<file path="config.mk">
export PLATFORM = sky130hd
export DESIGN_NAME = pid_derivative_on_measurement_top_flat
export DESIGN_NICKNAME = d
export VERILOG_FILES = /design/src/rtl/pidm_pkg.sv /design/src/rtl/pidm_if.sv /design/src/rtl/pidm_mul.sv /design/src/rtl/pidm_div.sv /design/src/rtl/pid_derivative_on_measurement_top.sv /design/src/flat_wrapper.sv
export SDC_FILE = /design/constraint.sdc
export NUM_CORES = 2
export LEC_CHECK = 0
export BUFFER_PORTS_ARGS = -buffer_cell sky130_fd_sc_hd__buf_2
export CAP_MARGIN = 10
export CORE_MARGIN = 1
export CORE_UTILIZATION = 40
export CTS_CLUSTER_SIZE = 10
export DETAILED_ROUTE_END_ITERATION = 10
export GPL_TIMING_DRIVEN = 0
export PLACE_DENSITY = 0.54
export RECOVER_POWER = 25
export SETUP_SLACK_MARGIN = 0.4
export SYNTH_ARGS = -nofsm -noshare
export SYNTH_HDL_FRONTEND = slang
export SYNTH_SLANG_ARGS = --single-unit
export TNS_END_PERCENT = 10
</file>
<file path="constraint.sdc">
create_clock -name clk -period 23.3 [get_ports clk]
set_clock_uncertainty 0.2 [all_clocks]
set_input_delay 2.33 -clock clk [delete_from_list [all_inputs] [get_ports clk]]
set_output_delay 2.33 -clock clk [all_outputs]
set_load 0.005 [all_outputs]
</file>
<file path="src/rtl/pidm_pkg.sv">
`timescale 1ns / 1ps
// Shared constants for the derivative-on-measurement PID block.
// No dependencies.
`default_nettype none

package pidm_pkg;

  localparam int SAMPLE_BITS_DEF    = 16;
  localparam int GAIN_FRAC_BITS_DEF = 8;

  localparam int CFG_W    = 16;   // gain and period register width
  localparam int DATA_W   = 32;   // widest register, output width
  localparam int INTEG_W  = 48;
  localparam int OUT_FRAC = 8;
  localparam int TIME_W   = 32;
  localparam int IDX_W    = 3;

  localparam logic [CFG_W-1:0] MS_PER_S     = 16'd1000;
  localparam logic [CFG_W-1:0] PERIOD_RESET = 16'd100;

  localparam logic [IDX_W-1:0] REG_PROP_GAIN  = 3'd0;
  localparam logic [IDX_W-1:0] REG_INTEG_GAIN = 3'd1;
  localparam logic [IDX_W-1:0] REG_DERIV_GAIN = 3'd2;
  localparam logic [IDX_W-1:0] REG_PERIOD     = 3'd3;
  localparam logic [IDX_W-1:0] REG_START_OUT  = 3'd4;

endpackage

`default_nettype wire

</file>
<file path="src/rtl/pidm_if.sv">
`timescale 1ns / 1ps
// Valid/ready channel interfaces for input items and results.
// Depends on pidm_pkg.
`default_nettype none

interface pidm_item_if
  import pidm_pkg::*;
#(parameter int SAMPLE_BITS = SAMPLE_BITS_DEF) ();
  logic                          valid;
  logic                          ready;
  logic signed [SAMPLE_BITS-1:0] target;
  logic signed [SAMPLE_BITS-1:0] sample;
  logic [TIME_W-1:0]             time_ms;

  modport source(output valid, target, sample, time_ms, input ready);
  modport sink(input valid, target, sample, time_ms, output ready);
endinterface

interface pidm_result_if
  import pidm_pkg::*;
();
  logic                     valid;
  logic                     ready;
  logic signed [DATA_W-1:0] drive;
  logic                     updated;

  modport source(output valid, drive, updated, input ready);
  modport sink(input valid, drive, updated, output ready);
endinterface

`default_nettype wire

</file>
<file path="src/rtl/pidm_mul.sv">
`timescale 1ns / 1ps
// Bit-serial unsigned shift-add multiplier, one multiplier bit per cycle.
// Depends on pidm_pkg.
`default_nettype none

module pidm_mul
  import pidm_pkg::*;
#(
  parameter int AW = 33,
  parameter int BW = 16
) (
  input  wire logic             clk,
  input  wire logic             rst,
  input  wire logic             start,
  input  wire logic [AW-1:0]    a,
  input  wire logic [BW-1:0]    b,
  output logic                  done,
  output logic [AW+BW-1:0]      prod
);

  localparam int CW = $clog2(BW);

  logic [AW-1:0] areg;
  logic [AW-1:0] hi;
  logic [BW-1:0] lo;
  logic [CW-1:0] cnt;
  logic          busy;
  logic [AW:0]   sum;

  assign sum  = {1'b0, hi} + (lo[0] ? {1'b0, areg} : '0);
  assign prod = {hi, lo};

  always_ff @(posedge clk) begin
    if (rst) begin
      busy <= 1'b0;
      done <= 1'b0;
    end else begin
      done <= 1'b0;
      if (start) begin
        busy <= 1'b1;
        areg <= a;
        hi   <= '0;
        lo   <= b;
        cnt  <= CW'(BW - 1);
      end else if (busy) begin
        hi  <= sum[AW:1];
        lo  <= {sum[0], lo[BW-1:1]};
        cnt <= cnt - 1'b1;
        if (cnt == '0) begin
          busy <= 1'b0;
          done <= 1'b1;
        end
      end
    end
  end

endmodule

`default_nettype wire

</file>
<file path="src/rtl/pidm_div.sv">
`timescale 1ns / 1ps
// Restoring unsigned divider, one quotient bit per cycle.
// Depends on pidm_pkg.
`default_nettype none

module pidm_div
  import pidm_pkg::*;
#(
  parameter int NW = 57,
  parameter int DW = 16
) (
  input  wire logic          clk,
  input  wire logic          rst,
  input  wire logic          start,
  input  wire logic [NW-1:0] num,
  input  wire logic [DW-1:0] den,
  output logic               done,
  output logic [NW-1:0]      quo,
  output logic               rem_nz
);

  localparam int CW = $clog2(NW);

  logic [DW-1:0] dreg;
  logic [DW-1:0] rem;
  logic [NW-1:0] q;
  logic [CW-1:0] cnt;
  logic          busy;
  logic [DW:0]   shifted;
  logic [DW:0]   trial;
  logic          fits;

  assign shifted = {rem, q[NW-1]};
  assign trial   = shifted - {1'b0, dreg};
  assign fits    = shifted >= {1'b0, dreg};
  assign quo     = q;
  assign rem_nz  = |rem;

  always_ff @(posedge clk) begin
    if (rst) begin
      busy <= 1'b0;
      done <= 1'b0;
    end else begin
      done <= 1'b0;
      if (start) begin
        busy <= 1'b1;
        dreg <= den;
        rem  <= '0;
        q    <= num;
        cnt  <= CW'(NW - 1);
      end else if (busy) begin
        rem <= fits ? trial[DW-1:0] : shifted[DW-1:0];
        q   <= {q[NW-2:0], fits};
        cnt <= cnt - 1'b1;
        if (cnt == '0) begin
          busy <= 1'b0;
          done <= 1'b1;
        end
      end
    end
  end

endmodule

`default_nettype wire

</file>
<file path="src/rtl/pid_derivative_on_measurement_top.sv">
`timescale 1ns / 1ps
// Top level: PID controller with derivative on measurement, bit-serial datapath.
// Depends on pidm_pkg, pidm_if, pidm_mul, pidm_div.
// One item at a time. An item inside the sample period goes from the transfer
// straight to the DONE state, which loads the output register. An update runs five
// 16-bit serial multiplies and up to two restoring divides (the derivative divide is
// skipped at zero elapsed time), plus the transfer, sum and output steps; the
// serial multiplier and divider set its length. A finished result sits in the
// output register and the next item is taken while it waits.
`default_nettype none

module pid_derivative_on_measurement_top
  import pidm_pkg::*;
#(
  parameter int SAMPLE_BITS    = SAMPLE_BITS_DEF,
  parameter int GAIN_FRAC_BITS = GAIN_FRAC_BITS_DEF
) (
  input  wire logic              clk,
  input  wire logic              rst,
  input  wire logic              wr_en,
  input  wire logic [IDX_W-1:0]  wr_index,
  input  wire logic [DATA_W-1:0] wr_data,
  pidm_item_if.sink              item,
  pidm_result_if.source          result
);

  localparam int S  = SAMPLE_BITS;
  localparam int AW = S + 1 + CFG_W;
  localparam int PW = AW + CFG_W;
  localparam int NW = PW + OUT_FRAC;
  localparam int SW = NW + 3;

  localparam logic signed [SW-1:0] I_HI = $signed({{(SW-INTEG_W+1){1'b0}}, {(INTEG_W-1){1'b1}}});
  localparam logic signed [SW-1:0] I_LO = $signed({{(SW-INTEG_W+1){1'b1}}, {(INTEG_W-1){1'b0}}});
  localparam logic signed [SW-1:0] O_HI = $signed({{(SW-DATA_W+1){1'b0}}, {(DATA_W-1){1'b1}}});
  localparam logic signed [SW-1:0] O_LO = $signed({{(SW-DATA_W+1){1'b1}}, {(DATA_W-1){1'b0}}});

  typedef enum logic [3:0] {
    IDLE, P_MUL, I_MUL1, I_MUL2, I_DIV, D_MUL1, D_MUL2, D_DIV, SUM, DONE
  } state_t;

  state_t st;

  // configuration
  logic [CFG_W-1:0]  prop_gain, integ_gain, deriv_gain, period;
  logic [DATA_W-1:0] start_output;

  // controller state
  logic signed [DATA_W-1:0]  held_output;
  logic signed [INTEG_W-1:0] integrator;
  logic signed [S-1:0]       prev_sample;
  logic [TIME_W-1:0]         prev_time;
  logic                      primed;

  // per-item work registers
  logic [S:0]            err_mag, dm_mag;
  logic                  err_neg, dm_neg;
  logic [CFG_W-1:0]      elapsed;
  logic [TIME_W-1:0]     now_t;
  logic signed [S-1:0]   meas;
  logic signed [SW-1:0]  p_term, d_term;
  logic                  upd_flag;
  logic signed [DATA_W-1:0] out_drive;
  logic                  out_updated;

  // serial units
  logic              mul_go, mul_done;
  logic [AW-1:0]     mul_a;
  logic [CFG_W-1:0]  mul_b;
  logic [PW-1:0]     mul_p;
  logic              div_go, div_done, div_rnz;
  logic [NW-1:0]     div_n, div_q;
  logic [CFG_W-1:0]  div_d;

  pidm_mul #(.AW(AW), .BW(CFG_W)) u_mul (
    .clk(clk), .rst(rst), .start(mul_go), .a(mul_a), .b(mul_b),
    .done(mul_done), .prod(mul_p)
  );

  pidm_div #(.NW(NW), .DW(CFG_W)) u_div (
    .clk(clk), .rst(rst), .start(div_go), .num(div_n), .den(div_d),
    .done(div_done), .quo(div_q), .rem_nz(div_rnz)
  );

  // elapsed time and error terms of the offered item
  logic [TIME_W-1:0]  diff;
  logic [CFG_W-1:0]   el_c;
  logic signed [S:0]  err_c, dm_c;

  assign diff  = item.time_ms - prev_time;
  assign el_c  = !primed ? period :
                 (|diff[TIME_W-1:CFG_W]) ? {CFG_W{1'b1}} : diff[CFG_W-1:0];
  assign err_c = {item.target[S-1], item.target} - {item.sample[S-1], item.sample};
  assign dm_c  = {item.sample[S-1], item.sample} - {prev_sample[S-1], prev_sample};

  assign item.ready     = (st == IDLE);
  assign result.drive   = out_drive;
  assign result.updated = out_updated;

  function automatic logic signed [SW-1:0] apply_sign(logic [SW-1:0] mag, logic neg);
    return neg ? -$signed(mag) : $signed(mag);
  endfunction

  function automatic logic signed [SW-1:0] floor_quo(logic [NW-1:0] q, logic rnz, logic neg);
    logic [SW-1:0] m;
    m = neg ? (SW'(q) + SW'(rnz)) : SW'(q);
    return apply_sign(m, neg) >>> GAIN_FRAC_BITS;
  endfunction

  logic signed [SW-1:0] p_c, inc_c, integ_sum, y_sum;

  assign p_c       = apply_sign({{(SW-PW-OUT_FRAC){1'b0}}, mul_p, {OUT_FRAC{1'b0}}}, err_neg)
                     >>> GAIN_FRAC_BITS;
  assign inc_c     = floor_quo(div_q, div_rnz, err_neg);
  assign integ_sum = SW'(integrator) + inc_c;
  assign y_sum     = p_term - d_term + SW'(integrator);

  always_ff @(posedge clk) begin
    if (rst) begin
      st           <= IDLE;
      prop_gain    <= '0;
      integ_gain   <= '0;
      deriv_gain   <= '0;
      period       <= PERIOD_RESET;
      start_output <= '0;
      held_output  <= '0;
      integrator   <= '0;
      prev_sample  <= '0;
      prev_time    <= '0;
      primed       <= 1'b0;
      mul_go       <= 1'b0;
      div_go       <= 1'b0;
      result.valid <= 1'b0;
    end else begin
      mul_go <= 1'b0;
      div_go <= 1'b0;
      if (st == DONE && (!result.valid || result.ready)) begin
        result.valid <= 1'b1;
      end else if (result.valid && result.ready) begin
        result.valid <= 1'b0;
      end

      if (wr_en) begin
        case (wr_index)
          REG_PROP_GAIN:  prop_gain  <= wr_data[CFG_W-1:0];
          REG_INTEG_GAIN: integ_gain <= wr_data[CFG_W-1:0];
          REG_DERIV_GAIN: deriv_gain <= wr_data[CFG_W-1:0];
          REG_PERIOD:     period     <= wr_data[CFG_W-1:0];
          REG_START_OUT: begin
            start_output <= wr_data;
            if (!primed) begin
              held_output <= $signed(wr_data);
              integrator  <= INTEG_W'($signed(wr_data));
            end
          end
          default: ;
        endcase
      end

      case (st)
        IDLE: begin
          if (item.valid) begin
            if (el_c < period) begin
              p_term   <= SW'(held_output);
              d_term   <= '0;
              upd_flag <= 1'b0;
              st       <= DONE;
            end else begin
              err_neg <= err_c[S];
              err_mag <= err_c[S] ? -err_c : err_c;
              dm_neg  <= dm_c[S];
              dm_mag  <= dm_c[S] ? -dm_c : dm_c;
              elapsed <= el_c;
              now_t   <= item.time_ms;
              meas    <= item.sample;
              mul_a   <= AW'(err_c[S] ? -err_c : err_c);
              mul_b   <= prop_gain;
              mul_go  <= 1'b1;
              st      <= P_MUL;
            end
          end
        end
        P_MUL: if (mul_done) begin
          p_term <= p_c;
          mul_a  <= AW'(err_mag);
          mul_b  <= integ_gain;
          mul_go <= 1'b1;
          st     <= I_MUL1;
        end
        I_MUL1: if (mul_done) begin
          mul_a  <= mul_p[AW-1:0];
          mul_b  <= elapsed;
          mul_go <= 1'b1;
          st     <= I_MUL2;
        end
        I_MUL2: if (mul_done) begin
          div_n  <= {mul_p, {OUT_FRAC{1'b0}}};
          div_d  <= MS_PER_S;
          div_go <= 1'b1;
          st     <= I_DIV;
        end
        I_DIV: if (div_done) begin
          if (integ_sum > I_HI)      integrator <= I_HI[INTEG_W-1:0];
          else if (integ_sum < I_LO) integrator <= I_LO[INTEG_W-1:0];
          else                       integrator <= integ_sum[INTEG_W-1:0];
          mul_a  <= AW'(dm_mag);
          mul_b  <= deriv_gain;
          mul_go <= 1'b1;
          st     <= D_MUL1;
        end
        D_MUL1: if (mul_done) begin
          mul_a  <= mul_p[AW-1:0];
          mul_b  <= MS_PER_S;
          mul_go <= 1'b1;
          st     <= D_MUL2;
        end
        D_MUL2: if (mul_done) begin
          // zero elapsed only with a zero period: derivative dropped
          if (elapsed == '0) begin
            d_term <= '0;
            st     <= SUM;
          end else begin
            div_n  <= {mul_p, {OUT_FRAC{1'b0}}};
            div_d  <= elapsed;
            div_go <= 1'b1;
            st     <= D_DIV;
          end
        end
        D_DIV: if (div_done) begin
          d_term <= floor_quo(div_q, div_rnz, dm_neg);
          st     <= SUM;
        end
        SUM: begin
          if (y_sum > O_HI)      p_term <= O_HI;
          else if (y_sum < O_LO) p_term <= O_LO;
          else                   p_term <= y_sum;
          d_term      <= '0;
          upd_flag    <= 1'b1;
          prev_time   <= now_t;
          prev_sample <= meas;
          primed      <= 1'b1;
          st          <= DONE;
        end
        DONE: begin
          // p_term holds the final value here; d_term is zero
          if (!result.valid || result.ready) begin
            out_drive    <= p_term[DATA_W-1:0];
            out_updated  <= upd_flag;
            held_output  <= p_term[DATA_W-1:0];
            st           <= IDLE;
          end
        end
        default: st <= IDLE;
      endcase
    end
  end

endmodule

`default_nettype wire
</file>
<file path="src/flat_wrapper.sv">
// flat-port wrapper written by rule: the top's interface ports become plain ports
module pid_derivative_on_measurement_top_flat import pidm_pkg::*;
#(
  parameter int SAMPLE_BITS    = SAMPLE_BITS_DEF,
  parameter int GAIN_FRAC_BITS = GAIN_FRAC_BITS_DEF
)
  (clk, rst, wr_en, wr_index, wr_data, item_valid, item_target, item_sample, item_time_ms, item_ready, result_valid, result_drive, result_updated, result_ready);
  pidm_item_if #(.SAMPLE_BITS(SAMPLE_BITS)) item_i ();
  pidm_result_if result_i ();
  input  wire logic clk;
  input  wire logic rst;
  input  wire logic wr_en;
  input  wire logic [IDX_W-1:0] wr_index;
  input  wire logic [DATA_W-1:0] wr_data;
  input wire logic [$bits(item_i.valid)-1:0] item_valid;
  input wire logic [$bits(item_i.target)-1:0] item_target;
  input wire logic [$bits(item_i.sample)-1:0] item_sample;
  input wire logic [$bits(item_i.time_ms)-1:0] item_time_ms;
  output wire logic [$bits(item_i.ready)-1:0] item_ready;
  output wire logic [$bits(result_i.valid)-1:0] result_valid;
  output wire logic [$bits(result_i.drive)-1:0] result_drive;
  output wire logic [$bits(result_i.updated)-1:0] result_updated;
  input wire logic [$bits(result_i.ready)-1:0] result_ready;
  assign item_i.valid = item_valid;
  assign item_i.target = item_target;
  assign item_i.sample = item_sample;
  assign item_i.time_ms = item_time_ms;
  assign item_ready = item_i.ready;
  assign result_valid = result_i.valid;
  assign result_drive = result_i.drive;
  assign result_updated = result_i.updated;
  assign result_i.ready = result_ready;
  pid_derivative_on_measurement_top #(.SAMPLE_BITS(SAMPLE_BITS), .GAIN_FRAC_BITS(GAIN_FRAC_BITS)) u_core (.clk(clk), .rst(rst), .wr_en(wr_en), .wr_index(wr_index), .wr_data(wr_data), .item(item_i), .result(result_i));
endmodule
</file>
# Word-level counts from Yosys, hierarchy flattened
# Index checks and enable logic that the tools add are counted.
# W data, S select, Z words.
[word_totals] word_cells=235 mem_bits_ro=0 memories=0 regBits=761 ramBits=0 output_inout_bits=35 latchBits=0 input_bits=104
[op_classes] n_eq_ne=27 mul=0 bitwise_logic=4 reduce_logical=41 magnitude_cmp=6 addsub=17 shifts=0 muxes=97 div=0
[op_table] op="$mux W60" n=15
[op_table] op="$mux W48" n=7
[op_table] op="$mux W57" n=5
[op_table] op="$mux W33" n=8
[op_table] op="$mux W16" n=16
[op_table] op="$pmux W60 S4" n=1
[op_table] op="$pmux W60 S3" n=1
[op_table] op="$mux W32" n=5
[op_table] op="$pmux W33 S4" n=1
[op_table] op="$neg A60 Y60" n=2
[op_table] op="$pmux W57 S2" n=1
[op_table] op="$pmux W16 S5" n=1
[op_table] op="$add A60 B48 Y60" n=1
[op_table] op="$gt A60 B32 Y1 const B" n=1
[op_table] op="$gt A60 B48 Y1 const B" n=1
[op_table] op="$lt A60 B32 Y1 const B" n=1
[op_table] op="$lt A60 B48 Y1 const B" n=1
[op_table] op="$neg A57 Y60" n=1
[op_table] op="$sub A60 B60 Y60" n=1
[op_table] op="$add A57 B1 Y58" n=1
[op_table] op="$add A48 B52 Y53" n=1
[op_table] op="$mux W4" n=12
[op_table] op="$pmux W4 S10" n=1
[op_table] op="$add A33 B34 Y34" n=1
[op_table] op="other kinds (45)" n=106

# Depth between registers and ports, before layout
[depth] ltp_word=11 depth_mapped=34

# Hierarchy
# Synthesis repeated with hierarchy kept, for this count alone.
[hier_totals] hier_cells=5948 area_unflattened_um2=52819.4
[modules_own_cells] module="pid_derivative_on_measurement_top" n_inst=1 seq_area_each_um2=14814.2 cells_per_inst=5129 area_per_inst_um2=42836.1
[modules_own_cells] module="pidm_mul" n_inst=1 seq_area_each_um2=2622.5 cells_per_inst=456 area_per_inst_um2=5087.4
[modules_own_cells] module="pidm_div" n_inst=1 seq_area_each_um2=2892.8 cells_per_inst=363 area_per_inst_um2=4895.9

# Worst setup path after synthesis
# Ideal clock, no wire load.
[synth_timing] path_kind="input-to-reg" start="input port item_time_ms[0]" end="register u_core.mul_a[0] (enable)" slack_ns=10.238 t_arrival_ns=12.259 setup_time_ns=0.602 required_ns=22.498 stages=25 path_buffers=2 cell_sequence="inv_1 > ha_1 > fa_1 > nand2b_1 > a21oi_1 > o21ai_0 > o21ai_1 > o221a_2 > mux2i_1 > a211o_1 > or4_1 > a2111oi_0 > and3_1 > clkbuf_1 > clkbuf_1 > a21oi_1 > ha_1 > a21o_1 > a21oi_1 > a21oi_1 > a211oi_1 > or3_1 > a41oi_1 > o21ai_0 > a2111oi_0"
[synth_via] elab_chain_len=7
[synth_rtl] item="from (decl)" line_no="flat_wrapper.sv:18" source="input wire logic [$bits(item_i.time_ms)-1:0] item_time_ms;"
[synth_rtl] item="$sub A32 B32 Y32 (*)" line_no="pid_derivative_on_measurement_top.sv:90" source="assign diff = item.time_ms - prev_time;"
[synth_rtl] item="$reduce_or A16 Y1" line_no="pid_derivative_on_measurement_top.sv:92" source="(|diff[TIME_W-1:CFG_W]) ? {CFG_W{1'b1}} : diff[CFG_W-1:0];"
[synth_rtl] item="$mux W16 (*)" line_no="pid_derivative_on_measurement_top.sv:92"
[synth_rtl] item="$mux W16 (*)" line_no="pid_derivative_on_measurement_top.sv:91" source="assign el_c = !primed ? period :"
[synth_rtl] item="named net u_core.el_c[2]" line_no="pid_derivative_on_measurement_top.sv:87" source="logic [CFG_W-1:0] el_c;"
[synth_rtl] item="$lt A16 B16 Y1 (*)" line_no="pid_derivative_on_measurement_top.sv:163" source="if (el_c < period) begin"
[synth_rtl] item="$ne A2 B2 Y1 (no source line) (*)"
[synth_rtl] item="$reduce_and A7 Y1 (no source line) (*)"
[synth_rtl] item="to (signal assigned)" line_no="pid_derivative_on_measurement_top.sv:176" source="mul_a <= AW'(err_c[S] ? -err_c : err_c);"
[synth_rtl] item="to (signal assigned)" line_no="pid_derivative_on_measurement_top.sv:185" source="mul_a <= AW'(err_mag);"
[synth_rtl] item="to (signal assigned)" line_no="pid_derivative_on_measurement_top.sv:191" source="mul_a <= mul_p[AW-1:0];"
[synth_rtl] item="to (decl)" line_no="pid_derivative_on_measurement_top.sv:68" source="logic [AW-1:0] mul_a;"
# Mark *: on every way through the listed nets, which the timed path passes. The rest lies on a longest branch.
# A chain may end at the register's enable or synchronous reset.

# Final worst setup path
[layout_timing] start="register u_core.err_neg" end="register u_core.integrator[44]"
[layout_via] elab_chain_len=9 word_cells_on_any_way=10 cone_classes="add/sub (2); order compare (2); mux (6)"
[layout_rtl] item="from (decl)" line_no="pid_derivative_on_measurement_top.sv:57" source="logic err_neg, dm_neg;"
[layout_rtl] item="from (signal assigned)" line_no="pid_derivative_on_measurement_top.sv:169" source="err_neg <= err_c[S];"
[layout_rtl] item="$mux W60" line_no="pid_derivative_on_measurement_top.sv:106" source="m = neg ? (SW'(q) + SW'(rnz)) : SW'(q);"
[layout_rtl] item="$neg A60 Y60" line_no="pid_derivative_on_measurement_top.sv:101" source="return neg ? -$signed(mag) : $signed(mag);"
[layout_rtl] item="$mux W60 (*)" line_no="pid_derivative_on_measurement_top.sv:101"
[layout_rtl] item="$add A48 B52 Y53 (*)" line_no="pid_derivative_on_measurement_top.sv:115" source="assign integ_sum = SW'(integrator) + inc_c;"
[layout_rtl] item="$lt A60 B48 Y1" line_no="pid_derivative_on_measurement_top.sv:204" source="else if (integ_sum < I_LO) integrator <= I_LO[INTEG_W-1:0];"
[layout_rtl] item="$mux W48" line_no="pid_derivative_on_measurement_top.sv:204"
[layout_rtl] item="$mux W48 (*)" line_no="pid_derivative_on_measurement_top.sv:203" source="if (integ_sum > I_HI) integrator <= I_HI[INTEG_W-1:0];"
[layout_rtl] item="$mux W48 (*)" line_no="pid_derivative_on_measurement_top.sv:202" source="I_DIV: if (div_done) begin"
[layout_rtl] item="$mux W48 (*)" line_no="pid_derivative_on_measurement_top.sv:160" source="case (st)"
[layout_rtl] item="to (signal assigned)" line_no="pid_derivative_on_measurement_top.sv:203"
[layout_rtl] item="to (signal assigned)" line_no="pid_derivative_on_measurement_top.sv:204"
[layout_rtl] item="to (signal assigned)" line_no="pid_derivative_on_measurement_top.sv:205" source="else integrator <= integ_sum[INTEG_W-1:0];"
[layout_rtl] item="to (decl)" line_no="pid_derivative_on_measurement_top.sv:50" source="logic signed [INTEG_W-1:0] integrator;"
# Mark *: on every way between the ends. The rest lies on a longest branch, timed or not.

==> flow_metrics.tcl <==
set metrics [dict create \
    timing.hold.ws_ns 0.215 \
    grt_first_pass_wirelength_um 277000 \
    min_period_ns 12.53 \
    worstRegToRegCells 27 \
    die_w_um 359 \
    setup_viol 0 \
    postLayoutCoreUtil 0.454 \
    yosysSeqAreaShare 0.400 \
    total_power_mw 6.84 \
    dpl_worst_slack_ns 11.05 \
    cts.sink_count 745 \
    htree_num_levels 3 \
    hold_viol_final 0 \
    fin_tns_setup_ns 0 \
    cts_root_buffer "clkbuf_16" \
    whs_endpoint "u_core.u_mul.areg[27]$_DFFE_PP_" \
    worst_ep_arrival_time_ns 12.96 \
    fin_cells 7647 \
    power_density_nw_per_um2 120 \
    crit_fanout 11 \
    dp_hpwl_um 152000 \
    clk_pin_slew_ns 0.06 \
    synth.distinct_cells 109 \
    placed_cell_area_um2 54200 \
    die_y_um 359 \
    routed_via_density 5.80 \
    crit_start "u_core.err_neg$_DFFE_PP_" \
    grt_max_degree 34 \
    gp_congestion 0.983 \
    slew_viol_final 34 \
    dp_cells 7471 \
    ant_nets 0 \
    hp-class "flip-flop to flip-flop" \
    grt_pass1_vias 43209 \
    ys_ff_latch 745 \
    min_from "u_core.mul_a[27]$_DFFE_PP_" \
    clock.fmax_mhz 79.8 \
    syn-num-nets 6081 \
    async_flop_share 0 \
    antenna_found_initial 14 \
    cp-end-kind "flip-flop" \
    violations "max-capacitance violations, max-slew violations" \
    layout_setup_ws_ns 10.77 \
    drtPass1Iterations 7 \
    finalCritPeriodShare 0.538 \
    wirelength_um 190000 \
    hold_depth 0 \
    wl_per_cell_um 24.9 \
    cts-buffers-inserted 93 \
    syn_area_per_cell_um2 8.99 \
    drive_above_1_share 0.0729 \
    worstSetupStartpointType "flip-flop" \
    drc 0 \
    synth_ff_type "edfxtp_1" \
    buffer_ports.inserted 135 \
    die-area_um2 129000 \
    crit_type "flip-flop to flip-flop" \
    cap_violations 1 \
    vdd_drop_max_uv 80.3 \
    relSlewSlack -0.255 \
    max_slew.worst_pin.slew_ns 1.88 \
    num_io_pins 139 \
    status "finished, violations left" \
    cp.required_ns 23.73 \
    ys_warn_count 0 \
    track_usage 0.292 \
    regToRegSetupSlack_ns 10.77 \
    final_area_um2 57100 \
    rsz0062_at_grt "false" \
    initial_core_util 0.404 \
    overflow 0 \
    core_area_um2 126000 \
    tritoncts "built" \
    vias 44389 \
    postCtsSetupRepairBufs 0 \
    synth_edf_count 541 \
    layout.nets 6344 \
    reg2reg_from "u_core.err_neg$_DFFE_PP_" \
    drt_iter0_markers 4026 \
    reg2reg_to "u_core.integrator[44]$_SDFF_PP0_" \
    cts_resized 0 \
    synthesis.area_um2 50800 \
    clkLatencyLatePin_ns 0.74 \
    cts_hold_buf 0 \
    syn_inst 5655 \
    rows 130 \
    area.growth.synth_to_final_pct 12.3 \
    p_leak_nw 21.6 \
    clk_path_buf_depth 3 \
]
power by group:
part / internal [mW] / switching [mW]
clock network: 0.820 / 0.610
registers: 1.81 / 0.221
logic: 1.18 / 2.20
total: 3.81 / 3.03
area by class of cell:
class	count	area, um^2
tap	1650	2060
clock inverter	21	244
fill	12499	68800
antenna	4	10.0
timing repair buffer	168	1100
inverter	453	1700
sequential	745	20300
multi-input combinational	4153	27700
clock buffer	149	2740
buffer	304	1210
cell usage in the layout (no fill, tap or decap), types with 25 or more instances in the layout:
cell	instances
dfxtp_1	204
o21a_1	35
mux2_2	54
or3_1	50
fa_1	65
clkbuf_16	99
a211o_1	36
o211ai_1	25
edfxtp_1	541
a311oi_1	39
a21oi_1	451
a31oi_1	41
a21o_1	104
o31ai_1	32
clkbuf_1	330
a211oi_1	58
buf_2	119
buf_1	27
and2_1	79
nand4_1	86
or4_1	26
mux2i_1	31
nand2b_1	65
nor3_1	109
nand2_1	715
xor2_1	141
nor4_1	55
xnor2_1	257
ha_1	257
nor2b_1	40
and3_1	51
nand3_1	117
a222oi_1	36
or2_2	28
inv_1	447
o21ai_0	245
a221oi_1	42
o21bai_1	33
nor2_1	412
cell families (layout without fill, tap and decap cells):
kind of cell	after synthesis	after routing	share of synthesized area
flip-flops	745	745	0.400
AND/OR/NAND/NOR	1952	1952	0.186
XOR/XNOR	398	398	0.0686
multiplexers	88	88	0.0187
AO/OA/AOI/OAI	1393	1393	0.180
other	0	4	0
buffers and inverters	757	1095	0.0572
adder cells (fa/ha/maj)	322	322	0.0888
synth_stat cells, types with 65 or more instances:
cell type / count / share of area
nor2_1: 415 / 0.031
and2_1: 95 / 0.012
dfxtp_1: 204 / 0.080
clkbuf_1: 237 / 0.017
ha_1: 257 / 0.063
nand4_1: 86 / 0.011
nand3_1: 117 / 0.012
nand2_1: 715 / 0.053
nand2b_1: 65 / 0.0080
xnor2_1: 257 / 0.044
fa_1: 65 / 0.026
a21o_1: 104 / 0.015
edfxtp_1: 541 / 0.32
nor3_1: 111 / 0.011
a21oi_1: 451 / 0.044
xor2_1: 141 / 0.024
o21ai_0: 247 / 0.024
inv_1: 447 / 0.033
worst max-delay path by stage:
stage	end	slack, ns	cells past startpoint
3_3_place_gp	u_core.mul_a[27]$_DFFE_PP_	5.25	26
2_1_floorplan	u_core.mul_a[0]$_DFFE_PP_	10.24	25
3_5_place_dp	u_core.integrator[20]$_SDFF_PP0_	11.05	27
5_1_grt	u_core.integrator[43]$_SDFF_PP0_	10.39	27
6_report	u_core.integrator[44]$_SDFF_PP0_	10.77	27
4_1_cts	u_core.integrator[20]$_SDFF_PP0_	11.02	27
critical path, stage by stage, from the launching register on:
cell and delay [ns]:
edfxtp_1 0.63, clkbuf_1 0.45, buf_1 0.60, clkbuf_1 0.68, clkbuf_1 0.47, clkbuf_1 0.82
clkbuf_1 0.79, clkbuf_1 0.68, buf_1 0.76, nand2_1 0.14, xnor2_1 0.33, ha_1 0.26
inv_1 0.06, fa_1 0.40, nor2b_1 0.16, o31ai_1 0.11, a211oi_1 0.54, o21a_1 0.27
o21ai_0 0.38, o31ai_1 0.70, o311ai_0 0.29, a31oi_1 0.22, o41a_1 0.34, a41o_1 0.37
clkbuf_1 0.71, buf_1 0.57, nand2_1 0.14, a221oi_1 0.27
flip-flops by register name, summed over array words and instances (netlist names), 17 cells and up:
name and flops:
u_core.p_term 60, u_core.u_div.quo 57, u_core.d_term 52, u_core.div_n 49, u_core.integrator 48, u_core.mul_a 33
u_core.u_mul.areg 33, u_core.u_mul.hi 33, u_core.held_output 32, u_core.now_t 32, u_core.prev_time 32, u_core.result.drive 32
u_core.dm_mag 17, u_core.err_mag 17
layer usage:
layer	up-vias	share of wire	track usage
li1	20930	-	-
met1	21461	0.41	0.362
met2	1613	0.46	0.482
met3	373	0.070	0.0530
met4	12	0.060	0.156
met5	-	0.00032	0
Note: power is estimated with default switching activity, not from simulation.
